==> config.mk <==
export PLATFORM = sky130hd
export DESIGN_NAME = sgbs_ctrl
export DESIGN_NICKNAME = d
export VERILOG_FILES = /design/src/rtl/assert_macros.svh /design/src/rtl/sgbs_pkg.sv /design/src/rtl/sgbs_ctrl.sv
export SDC_FILE = /design/constraint.sdc
export NUM_CORES = 1
export LEC_CHECK = 0
export BUFFER_PORTS_ARGS = -buffer_cell sky130_fd_sc_hd__buf_4
export CORE_MARGIN = 2
export CORE_UTILIZATION = 40
export DETAILED_ROUTE_END_ITERATION = 8
export MAX_ROUTING_LAYER = met4
export PLACE_DENSITY = 0.68
export SYNTH_ARGS = -nofsm -noshare
export SYNTH_HDL_FRONTEND = slang
export SYNTH_SLANG_ARGS = --single-unit
==> constraint.sdc <==
create_clock -name clock -period 2.7 [get_ports clock]
set_clock_uncertainty 0.1 [all_clocks]
set_input_delay 0.135 -clock clock [delete_from_list [all_inputs] [get_ports clock]]
set_output_delay 0.135 -clock clock [all_outputs]
set_load 0.02 [all_outputs]
==> src/rtl/assert_macros.svh <==
// ----------------------------------------------------------------------------
// Assertion macros
// Shared property wrappers for the concurrent checks of the suppression block.
// ----------------------------------------------------------------------------
`ifndef ASSERT_MACROS_SVH
`define ASSERT_MACROS_SVH

// Same-cycle implication, sampled on the rising clock edge, off during reset.
`define SGBS_ASSERT_IMP(lbl, ante, cons, msg) \
   lbl: assert property (@(posedge clock) disable iff (reset) (ante) |-> (cons)) \
      else $error(msg);

// Next-cycle implication, sampled on the rising clock edge, off during reset.
`define SGBS_ASSERT_NXT(lbl, ante, cons, msg) \
   lbl: assert property (@(posedge clock) disable iff (reset) (ante) |=> (cons)) \
      else $error(msg);

`endif

==> src/rtl/sgbs_pkg.sv <==
// ----------------------------------------------------------------------------
// sgbs_pkg
// Types, sizes and codes shared by the box suppression controller and datapath.
// ----------------------------------------------------------------------------
`default_nettype none

package sgbs_pkg;

   localparam int MAX_BOXES = 64;
   localparam int IDX_W     = $clog2(MAX_BOXES);
   localparam int CNT_W     = $clog2(MAX_BOXES + 1);
   localparam int THR_W     = 16;
   localparam int AREA_W    = 32;
   localparam int UNION_W   = AREA_W + 1;
   localparam int PROD_W    = THR_W + UNION_W;

   localparam logic [THR_W-1:0] THR_RESET = 16'd29491;

   // First field in the highest bits.
   typedef struct packed {
      logic [7:0]         class_label;
      logic [15:0]        confidence;
      logic [15:0]        box_height;
      logic [15:0]        box_width;
      logic signed [15:0] corner_y;
      logic signed [15:0] corner_x;
   } box_type;

   localparam int BOX_W = $bits(box_type);

   typedef enum logic [3:0] {
      ST_LOAD,
      ST_RANK_HEAD,
      ST_RANK_LOAD,
      ST_RANK_SCAN,
      ST_RANK_DRAIN,
      ST_RANK_WRITE,
      ST_NMS_HEAD,
      ST_NMS_ORD,
      ST_NMS_LOAD,
      ST_NMS_SCAN,
      ST_NMS_DRAIN,
      ST_NMS_DECIDE,
      ST_EMIT_HEAD,
      ST_EMIT_LOAD,
      ST_EMIT_WAIT
   } state_type;

   typedef struct packed {
      logic             box_we;
      logic [IDX_W-1:0] box_waddr;
      logic             box_rd_ord;
      logic [IDX_W-1:0] box_raddr;
      logic [IDX_W-1:0] ord_raddr;
      logic             ord_we;
      logic [IDX_W-1:0] rank_self;
      logic             load_cand;
      logic             rank_issue;
      logic             iou_issue;
      logic [IDX_W-1:0] kept_raddr;
      logic             kept_we;
      logic [IDX_W-1:0] kept_waddr;
      logic             rsp_load;
      logic             rsp_last;
      logic             rsp_ovf;
   } cmd_type;

   typedef struct packed {
      logic iou_busy;
      logic suppress;
      logic rsp_taken;
   } status_type;

endpackage

`default_nettype wire

==> src/rtl/sgbs_ctrl.sv <==
// ----------------------------------------------------------------------------
// sgbs_ctrl
// Sequencer for loading, ranking, greedy suppression and emitting of boxes.
// ----------------------------------------------------------------------------
`default_nettype none

module sgbs_ctrl (
   input  wire logic                  clock,
   input  wire logic                  reset,
   input  wire logic                  req_tvalid,
   input  wire logic                  req_tlast,
   output logic                       req_tready,
   output sgbs_pkg::cmd_type          cmd,
   input  wire sgbs_pkg::status_type  status
);

   import sgbs_pkg::*;

   state_type        state_ff, state_in;
   logic [CNT_W-1:0] n_ff, n_in;
   logic [CNT_W-1:0] i_ff, i_in;
   logic [CNT_W-1:0] j_ff, j_in;
   logic [CNT_W-1:0] kc_ff, kc_in;
   logic             ovf_ff, ovf_in;
   logic             accept;
   logic [CNT_W-1:0] n_last;
   logic [CNT_W-1:0] kc_last;

   always_ff @(posedge clock) begin
      if (reset) begin
         state_ff <= ST_LOAD;
         n_ff     <= '0;
         i_ff     <= '0;
         j_ff     <= '0;
         kc_ff    <= '0;
         ovf_ff   <= 1'b0;
      end else begin
         state_ff <= state_in;
         n_ff     <= n_in;
         i_ff     <= i_in;
         j_ff     <= j_in;
         kc_ff    <= kc_in;
         ovf_ff   <= ovf_in;
      end
   end

   assign n_last  = n_ff - CNT_W'(1);
   assign kc_last = kc_ff - CNT_W'(1);

   always_comb begin
      state_in = state_ff;
      n_in     = n_ff;
      i_in     = i_ff;
      j_in     = j_ff;
      kc_in    = kc_ff;
      ovf_in   = ovf_ff;
      req_tready = 1'b0;
      accept     = 1'b0;
      cmd = '0;
      cmd.box_waddr  = n_ff[IDX_W-1:0];
      cmd.box_raddr  = i_ff[IDX_W-1:0];
      cmd.ord_raddr  = i_ff[IDX_W-1:0];
      cmd.rank_self  = i_ff[IDX_W-1:0];
      cmd.kept_raddr = j_ff[IDX_W-1:0];
      cmd.kept_waddr = kc_ff[IDX_W-1:0];
      cmd.rsp_last   = (j_ff == kc_last);
      cmd.rsp_ovf    = ovf_ff;

      unique case (state_ff)
         ST_LOAD: begin
            req_tready = 1'b1;
            accept     = req_tvalid;
            if (accept) begin
               if (n_ff < CNT_W'(MAX_BOXES)) begin
                  cmd.box_we = 1'b1;
                  n_in       = n_ff + CNT_W'(1);
               end else begin
                  ovf_in = 1'b1;
               end
               if (req_tlast) begin
                  i_in     = '0;
                  state_in = ST_RANK_HEAD;
               end
            end
         end
         ST_RANK_HEAD: begin
            state_in = ST_RANK_LOAD;
         end
         ST_RANK_LOAD: begin
            cmd.load_cand = 1'b1;
            j_in          = '0;
            state_in      = ST_RANK_SCAN;
         end
         ST_RANK_SCAN: begin
            cmd.box_raddr  = j_ff[IDX_W-1:0];
            cmd.rank_issue = 1'b1;
            j_in           = j_ff + CNT_W'(1);
            if (j_ff == n_last) begin
               state_in = ST_RANK_DRAIN;
            end
         end
         ST_RANK_DRAIN: begin
            state_in = ST_RANK_WRITE;
         end
         ST_RANK_WRITE: begin
            cmd.ord_we = 1'b1;
            if (i_ff == n_last) begin
               i_in     = '0;
               state_in = ST_NMS_HEAD;
            end else begin
               i_in     = i_ff + CNT_W'(1);
               state_in = ST_RANK_HEAD;
            end
         end
         ST_NMS_HEAD: begin
            state_in = ST_NMS_ORD;
         end
         ST_NMS_ORD: begin
            cmd.box_rd_ord = 1'b1;
            state_in       = ST_NMS_LOAD;
         end
         ST_NMS_LOAD: begin
            cmd.load_cand = 1'b1;
            j_in          = '0;
            state_in      = (kc_ff == '0) ? ST_NMS_DECIDE : ST_NMS_SCAN;
         end
         ST_NMS_SCAN: begin
            cmd.iou_issue = 1'b1;
            j_in          = j_ff + CNT_W'(1);
            if (j_ff == kc_last) begin
               state_in = ST_NMS_DRAIN;
            end
         end
         ST_NMS_DRAIN: begin
            if (!status.iou_busy) begin
               state_in = ST_NMS_DECIDE;
            end
         end
         ST_NMS_DECIDE: begin
            if (!status.suppress) begin
               cmd.kept_we = 1'b1;
               kc_in       = kc_ff + CNT_W'(1);
            end
            if (i_ff == n_last) begin
               j_in     = '0;
               state_in = ST_EMIT_HEAD;
            end else begin
               i_in     = i_ff + CNT_W'(1);
               state_in = ST_NMS_HEAD;
            end
         end
         ST_EMIT_HEAD: begin
            state_in = ST_EMIT_LOAD;
         end
         ST_EMIT_LOAD: begin
            cmd.rsp_load = 1'b1;
            state_in     = ST_EMIT_WAIT;
         end
         ST_EMIT_WAIT: begin
            if (status.rsp_taken) begin
               if (j_ff == kc_last) begin
                  n_in     = '0;
                  kc_in    = '0;
                  ovf_in   = 1'b0;
                  state_in = ST_LOAD;
               end else begin
                  j_in     = j_ff + CNT_W'(1);
                  state_in = ST_EMIT_HEAD;
               end
            end
         end
         default: begin
            state_in = ST_LOAD;
         end
      endcase
   end

endmodule

`default_nettype wire

==> qor.csv, run 1 <==
metric;value;unit
routed_via_density;5.640;
place_inst;499;
crit_fanout;10;
drive_gt1_share;26.16;%
critical_path_required;2.78;ns
syn_area_per_cell;7.681;um2
clk_latency;0.29;ns
antenna_found_initial;0;
cts.clk_slew.worst_paths;0.07;ns
htreeDepth;2;
critPathLaunch;n_ff[0];
multi_input_area;1868;um2
placed_cell_area;3283;um2
rsz0062_at_grt;false;
async_flop_share;0;%
die_y;89.65;um
r2r-end;j_ff[0];
cp_data_arrival_time;2.64;ns
max_stage_delay;0.57;ns
setup.worst_path.end;j_ff[0];
antenna_left;0;
syn-cell-area;2934;um2
p_leak;0.001392;uW
cts_root_buf;clkbuf_8;
ioPinCount;54;
hold_viol;0;
finalCritPeriodShare;94.55;%
synth_nets;395;
clock_sinks;33;
die_w;89.65;um
grt_max_degree;21;
slew_viol_final;0;
cts_tree;done;
end_kind;register;
globalplace.congestion;0.9139;
drtPass1Iterations;5;
grt_pass1_vias;2608;
rows;31;
fin_ws;0.1473;ns
status;finished, final reports clean;
tns;0;ns
grt_pass1_wl;12620;um
synth_edf_count;0;
drtIter0Drc;289;
fillers;714;
setup_viol;0;
yosysWarnings;0;
hold_path.class;input port to register;
pre_cts_ws;0.01948;ns
ys_ff_latch;33;
relSlewSlack;58.43;%
power_density;507.4;nW/um2
vias;2865;
drv_cap;0;
post-route-drc-count;0;
track_usage;20.69;%
min_period;2.553;ns
numCtsBuffers;5;
grt_overflow_total;0;
dp_hpwl;5852;um
rrSetupSlack;0.15;ns
reg2reg_depth;9;
synth_cell_type_count;58;
crit_chain;inv_1 -> ha_1 -> nor3b_4 -> nor3b_1 -> nand3_1 -> o21ai_4 -> a31oi_4 -> or4_1 -> o311ai_1;
io_buffer_count;53;
antenna_cells;0;
synth_flop_cell;dfxtp_1;
start_util;40.89;%
crit_type;register to register;
max_freq;391.7;MHz
fin_cells;508;
worst_path_max_delay_cell;or4_1;
cts_hold_buf;0;
clockBufferDepth;2;
die-area;8036;um2
coreArea;7176;um2
yosysSeqAreaShare;22.52;%
ir_worst_vdd;296.2;uV
final_util;47.45;%
r2r_start;n_ff[0];
netlist_instances;382;
syn_to_final_growth;16.03;%
tightest_slew;0.6178;ns
finalInstanceArea;3405;um2
finalWirelength;7879;um
start_kind;register;
post_drt_wl_per_cell;15.51;um
seqCellArea;660.6;um2
nNetsFinal;421;
[where the power goes]
group	switching [uW]	total, uW	internal, uW	leakage (uW)
clock	185	363	179	0.0000450
sequential	48.1	560	511	0.000267
combinational	472	805	332	0.00108
total	705	1730	1020	0.00139
[logic make-up (layout without fill, tap and decap cells)]
kind of cell | count (synthesis) | in the layout | share of synthesized area [%]
DFF | 33 | 33 | 22.52
xor gates and xnor gates | 31 | 31 | 9.254
AOI/OAI and AO/OA | 92 | 92 | 21.62
buffers and inverters | 76 | 103 | 15.10
adders and majority gates | 6 | 6 | 2.559
muxes | 14 | 14 | 5.032
and+or+nand+nor | 130 | 130 | 23.92
[Yosys cell counts, types with 2 or more instances]
library cell / count / area share, %
a211o_1: 2 / 0.60
a211oi_1: 3 / 0.77
a21boi_0: 2 / 0.51
a21o_1: 3 / 0.77
a21oi_1: 24 / 4.1
a31oi_1: 4 / 0.85
a32oi_1: 2 / 0.60
and2_1: 4 / 0.85
and3_1: 2 / 0.43
and4_1: 2 / 0.60
buf_2: 3 / 0.51
buf_4: 33 / 8.4
buf_6: 4 / 1.5
clkbuf_1: 21 / 2.7
dfxtp_1: 33 / 23
ha_1: 6 / 2.6
inv_1: 15 / 1.9
mux2_2: 6 / 2.3
mux2i_1: 8 / 2.7
nand2_1: 21 / 2.7
nand2b_1: 8 / 1.7
nand3_1: 12 / 2.0
nand3b_1: 5 / 1.3
nand4_1: 9 / 1.9
nor2_1: 36 / 4.6
nor2b_1: 3 / 0.64
nor3_1: 7 / 1.2
nor3b_1: 4 / 1.0
nor4_1: 3 / 0.64
o211ai_1: 12 / 3.1
o21ai_0: 14 / 2.4
o21bai_1: 2 / 0.51
o22ai_1: 2 / 0.43
o311ai_0: 2 / 0.60
o31ai_1: 6 / 1.5
or3_1: 2 / 0.43
or4_1: 7 / 1.8
xnor2_1: 13 / 3.9
xor2_1: 18 / 5.4
[layer usage]
metal / share of wire (%) / up-vias / GRT usage [%]
met1: 44 / 1358 / 26.43
met4: 1.7 / 0 / 6.377
met2: 49 / 109 / 33.29
met3: 6.1 / 14 / 3.656
li1: - / 1384 / -
met5: 0 / - / -
[flip-flops by register name, indices dropped and copies added, names as in the netlist]
register	flops
i_ff	7
j_ff	7
kc_ff	7
n_ff	7
state_ff	4
ovf_ff	1
[worst min path at each step]
stage          startpoint          end  slack (ns)  cells after the start
2_1_floorplan  req_tvalid       ovf_ff        0.21                      2
3_3_place_gp   req_tvalid       ovf_ff        0.33                      3
3_5_place_dp   req_tvalid       ovf_ff        0.33                      3
4_1_cts        req_tvalid       ovf_ff        0.04                      3
5_1_grt         status[0]  state_ff[2]        0.06                      3
6_report       req_tvalid       ovf_ff        0.05                      3
[per-stage QoR]
stage          hold WS [ns]  total power (uW)
3_5_place_dp         0.3274              1336
3_3_place_gp         0.3279              1321
4_1_cts             0.04338              1709
2_1_floorplan        0.2073              1132
5_1_grt             0.06467              1840
6_report            0.04722              1728
[timing repair]
action	4_1_cts	5_1_grt
buffers inserted	0	1
endpoints found under the setup margin	1	26
resized for setup	1	7
pin swaps	0	7
[critical path, delay by kind of cell, from the launching register on]
family | cells | cell delay [ns]
AND/OR/NAND/NOR | 4 | 1.33
AO/OA/AOI/OAI | 3 | 0.45
flip-flops | 1 | 0.31
adder cells (fa/ha/maj) | 1 | 0.18
buffers and inverters | 1 | 0.07
[cell usage in the layout (no fill, tap or decap), types with 5 or more instances in the layout]
master / n
a21oi_1: 24
xor2_1: 18
nor2_1: 36
buf_4: 79
nor3_1: 6
o21ai_0: 13
or4_1: 7
o31ai_1: 6
nand2_1: 21
ha_1: 5
o211ai_1: 12
inv_1: 13
nand4_1: 9
nand3_1: 12
mux2i_1: 8
mux2_2: 6
nand3b_1: 5
nand2b_1: 8
clkbuf_8: 5
xnor2_1: 13
dfxtp_1: 33
[layout make-up]
cell class,instances,share of cell area (%)
Inverter,15,1.654
Multi-Input combinational cell,273,54.87
Sequential cell,33,19.40
Tap cell,99,3.638
Clock inverter,2,0.2940
Timing Repair Buffer,80,18.01
Clock buffer,6,2.132
Power figures use the tool's default switching activity.
==> run 2: changes to the inputs <==
Settings changed: PLACE_DENSITY 0.68 to 0.66.
Clock period 2.7 ns to 2.8 ns, I/O delays scaled along.
==> qor.csv, run 2 (synthesis gave the netlist of run 1 again) <==
metric;value;unit
rsz0062_at_grt;false;
rows;31;
fillers;739;
finalInstanceArea;3405;um2
drtIter0Drc;149;
clk_latency;0.29;ns
max_stage_delay;0.48;ns
end_kind;register;
tightest_slew;0.5775;ns
status;finished, final reports clean;
grt_pass1_vias;2581;
cp_data_arrival_time;2.76;ns
final_util;47.45;%
antenna_found_initial;0;
power_density;492.4;nW/um2
routed_via_density;5.560;
die_y;89.65;um
finalCritPeriodShare;94.55;%
post_drt_wl_per_cell;15.35;um
hold_path.class;input port to register;
max_freq;377.7;MHz
grt_pass1_wl;12700;um
syn_to_final_growth;16.03;%
clock_sinks;33;
track_usage;20.88;%
relSlewSlack;61.50;%
grt_max_degree;21;
start_util;40.89;%
dp_hpwl;5716;um
die_w;89.65;um
critical_path_required;2.91;ns
final_common_cell;buf_4;
crit_family;simple AND/OR/NAND/NOR gates;
tns;0;ns
cts.clk_slew.worst_paths;0.07;ns
slew_viol_final;0;
numCtsBuffers;5;
rrSetupSlack;0.15;ns
cts_root_buf;clkbuf_8;
post-route-drc-count;0;
coreArea;7176;um2
drtPass1Iterations;5;
ioPinCount;54;
ir_worst_vdd;316.9;uV
crit_type;register to register;
antenna_cells;0;
setup_viol;0;
worst_path_max_delay_cell;or4b_4;
cp_num_buf_inv;1;
drive_gt1_share;26.59;%
vias;2830;
die-area;8036;um2
hold_viol;0;
final_cell_mix;81 x buf_4, 36 x nor2_1, 33 x dfxtp_1, 24 x a21oi_1, 21 x nand2_1;
nNetsFinal;422;
antenna_left;0;
crit_chain;inv_2 -> ha_2 -> or4b_4 -> or3_4 -> a22oi_2 -> nand3_4 -> a221oi_4 -> o211ai_1 -> a21oi_1;
io_buffer_count;53;
cts_hold_buf;0;
finalWirelength;7815;um
clockBufferDepth;2;
power;1676;uW
globalplace.congestion;0.9496;
start_kind;register;
crit_fanout;5;
grt_overflow_total;0;
drv_cap;0;
placed_cell_area;3263;um2
p_leak;0.001395;uW
htreeDepth;2;
cts_tree;done;
min_period;2.647;ns
## run 2: worst register-to-register path, cell delays in order (launching register included)
cell	delay, ns
dfxtp_1	0.32
inv_2	0.06
ha_2	0.17
or4b_4	0.48
or3_4	0.38
a22oi_2	0.21
nand3_4	0.15
a221oi_4	0.39
o211ai_1	0.16
a21oi_1	0.16
## run 2: final timing paths
path,startpoint,endpoint,depth (start not counted)
hold reg to reg,ovf_ff,ovf_ff,2
setup reg to reg,kc_ff[0],state_ff[3],9
hold / removal,status[0],state_ff[2],3
setup / recovery,kc_ff[0],state_ff[3],9
## run 2: report_power, final
| group | internal, uW | switching, uW | leakage [uW] |
|---|---|---|---|
| clock network | 172 | 180 | 0.0000450 |
| logic | 326 | 444 | 0.00108 |
| registers | 493 | 60.3 | 0.000267 |
## run 2: repair_timing
action	CTS	global route
buffers inserted	0	3
resized for setup	0	8
setup endpoints to repair	0	23
## run 2: layout make-up
cell class | instances | area (um2) | area share [%]
Sequential cell | 33 | 660.6 | 19.40
Clock inverter | 2 | 10.01 | 0.2940
Timing Repair Buffer | 81 | 608.1 | 17.86
Multi-Input combinational cell | 273 | 1873 | 55.02
Tap cell | 99 | 123.9 | 3.638
Clock buffer | 6 | 72.57 | 2.132
Inverter | 15 | 56.30 | 1.654
## run 2: routing by layer
layer	track usage (%)	vias up	part of all wire, %
met3	3.016	7	5.3
met1	27.64	1352	46
met5	-	-	0
met2	34.29	87	47
li1	-	1384	-
met4	3.664	0	0.87
## run 2: stage by stage
| stage | setup slack (ns) | hold slack [ns] | cells |
|---|---|---|---|
| after floorplan | 0.06275 | 0.2123 | 382 |
| after global placement | 0.1471 | 0.3305 | 498 |
| after detailed placement | 0.09805 | 0.3424 | 498 |
| after CTS | 0.07952 | 0.04662 | 506 |
| after global routing | 0.005628 | 0.06842 | 509 |
| final | 0.1525 | 0.04371 | 509 |
==> run 3: changes to the inputs <==
--- a/config.mk
+++ b/config.mk
@@ -10,4 +10,5 @@
 export CORE_UTILIZATION = 40
 export DETAILED_ROUTE_END_ITERATION = 8
+export HOLD_SLACK_MARGIN = 0.06
 export MAX_ROUTING_LAYER = met4
 export PLACE_DENSITY = 0.66
==> constraint.sdc (replaced) <==
create_clock -name clock -period 2.8 [get_ports clock]
set_clock_uncertainty 0.1 [all_clocks]
set_input_delay 0.42 -clock clock [delete_from_list [all_inputs] [get_ports clock]]
set_output_delay 0.42 -clock clock [all_outputs]
set_load 0.02 [all_outputs]
==> qor.csv, run 3 (synthesis gave the netlist of run 1 again) <==
metric;value;unit
routed_via_density;5.673;
cts_tree;done;
power_density;499.6;nW/um2
cp_data_arrival_time;2.22;ns
vias;2876;
drtPass1Iterations;5;
track_usage;20.92;%
ir_worst_vdd;371.7;uV
relSlewSlack;59.87;%
r2r-end;state_ff[2];
nNetsFinal;420;
hold_start;req_tvalid;
rows;31;
coreArea;7176;um2
slew_viol_final;0;
fillers;708;
globalplace.congestion;0.9682;
start_util;40.89;%
cts_root_buf;clkbuf_8;
holdPathStages;3;
grt_pass1_wl;12720;um
crit_family;simple AND/OR/NAND/NOR gates;
start_kind;register;
critical_path_required;2.28;ns
crit_type;register to primary output;
antenna_found_initial;0;
crit_chain;inv_2 -> ha_4 -> or4b_4 -> or3_1 -> a22oi_2 -> nand3_4 -> inv_4 -> buf_4;
p_leak;0.001397;uW
io_buffer_count;53;
r2r_start;kc_ff[1];
status;finished, final reports clean;
tightest_slew;0.5964;ns
reg2reg_depth;10;
ioPinCount;54;
min_period;2.743;ns
hold_path.class;input port to register;
cts_hold_buf;0;
die_y;89.65;um
place_inst;495;
clockBufferDepth;2;
multi_input_area;1878;um2
worst_path_max_delay_cell;or4b_4;
placed_cell_area;3241;um2
post-route-drc-count;0;
final_cell_mix;78 x buf_4, 36 x nor2_1, 32 x dfxtp_1, 24 x a21oi_1, 21 x nand2_1;
clk_latency;0.29;ns
finalCritPeriodShare;97.97;%
drv_cap;0;
syn_to_final_growth;16.59;%
rrSetupSlack;0.10;ns
numCtsBuffers;5;
hold_viol;0;
clock_sinks;33;
fin_cells;507;
hold_end;ovf_ff;
worst_hold_slack;0.3164;ns
die_w;89.65;um
seqCellArea;661.9;um2
tns;0;ns
cts.clk_slew.worst_paths;0.07;ns
max_stage_delay;0.46;ns
grt_overflow_total;0;
dp_hpwl;5768;um
end_kind;primary output;
final_common_cell;buf_4;
die-area;8036;um2
grt_max_degree;21;
post_drt_wl_per_cell;15.83;um
max_freq;364.6;MHz
rsz0062_at_grt;true;
final_util;47.67;%
crit_fanout;4;
antenna_left;0;
finalInstanceArea;3421;um2
htreeDepth;2;
drtIter0Drc;178;
cp_num_buf_inv;3;
finalWirelength;8024;um
grt_pass1_vias;2570;
antenna_cells;0;
setup_viol;0;
drive_gt1_share;26.72;%
-- run 3: tightest hold or removal path, delay by kind of cell --
family	cells	cell delay [ns]
buffers and inverters	1	0.09
AND/OR/NAND/NOR	1	0.07
AO/OA/AOI/OAI	1	0.08
-- run 3: timing repair --
action / 4_1_cts / 5_1_grt
buffers inserted: 1 / 3
hold endpoints to repair: 0 / 0
gates cloned: 0 / 0
resized for setup: 3 / 9
pin swaps: 1 / 6
endpoints found under the setup margin: 1 / 10
-- run 3: layout make-up --
class	instances	area share, %
clock buffer	7	2.816
clock inverter	1	0.1463
inverter	15	1.719
multi-input combinational	273	54.90
sequential	33	19.35
tap	99	3.621
timing repair buffer	79	17.45
-- run 3: worst max-delay path by stage --
stage / from / to / slack (ns) / cells after the start
2_1_floorplan: kc_ff[0] / n_ff[6] / 0.06 / 11
3_3_place_gp: kc_ff[0] / state_ff[0] / 0.19 / 9
3_5_place_dp: n_ff[1] / j_ff[0] / 0.08 / 9
4_1_cts: kc_ff[0] / cmd[1] / 0.01 / 8
5_1_grt: kc_ff[1] / state_ff[2] / -0.01 / 10
6_report: kc_ff[1] / cmd[1] / 0.06 / 8
-- run 3: metrics by stage --
stage	setup WS, ns	total power (uW)
floorplan	0.06275	1091
global placement	0.1886	1264
detailed placement	0.08382	1278
CTS	0.01261	1694
global route	-0.01048	1819
finish	0.05690	1709
-- run 3: metal layers --
layer	up-vias	GRT usage (%)	wire length (um)
met4	0	6.242	153
met5	-	-	0
met2	118	33.22	3781
met1	1351	27.27	3607
li1	1389	-	-
met3	18	3.565	481
-- run 3: power breakdown --
group	total, uW	internal, uW	switching (uW)
clock	407	222	185
combinational	763	311	452
sequential	539	493	46.0
total	1710	1030	683
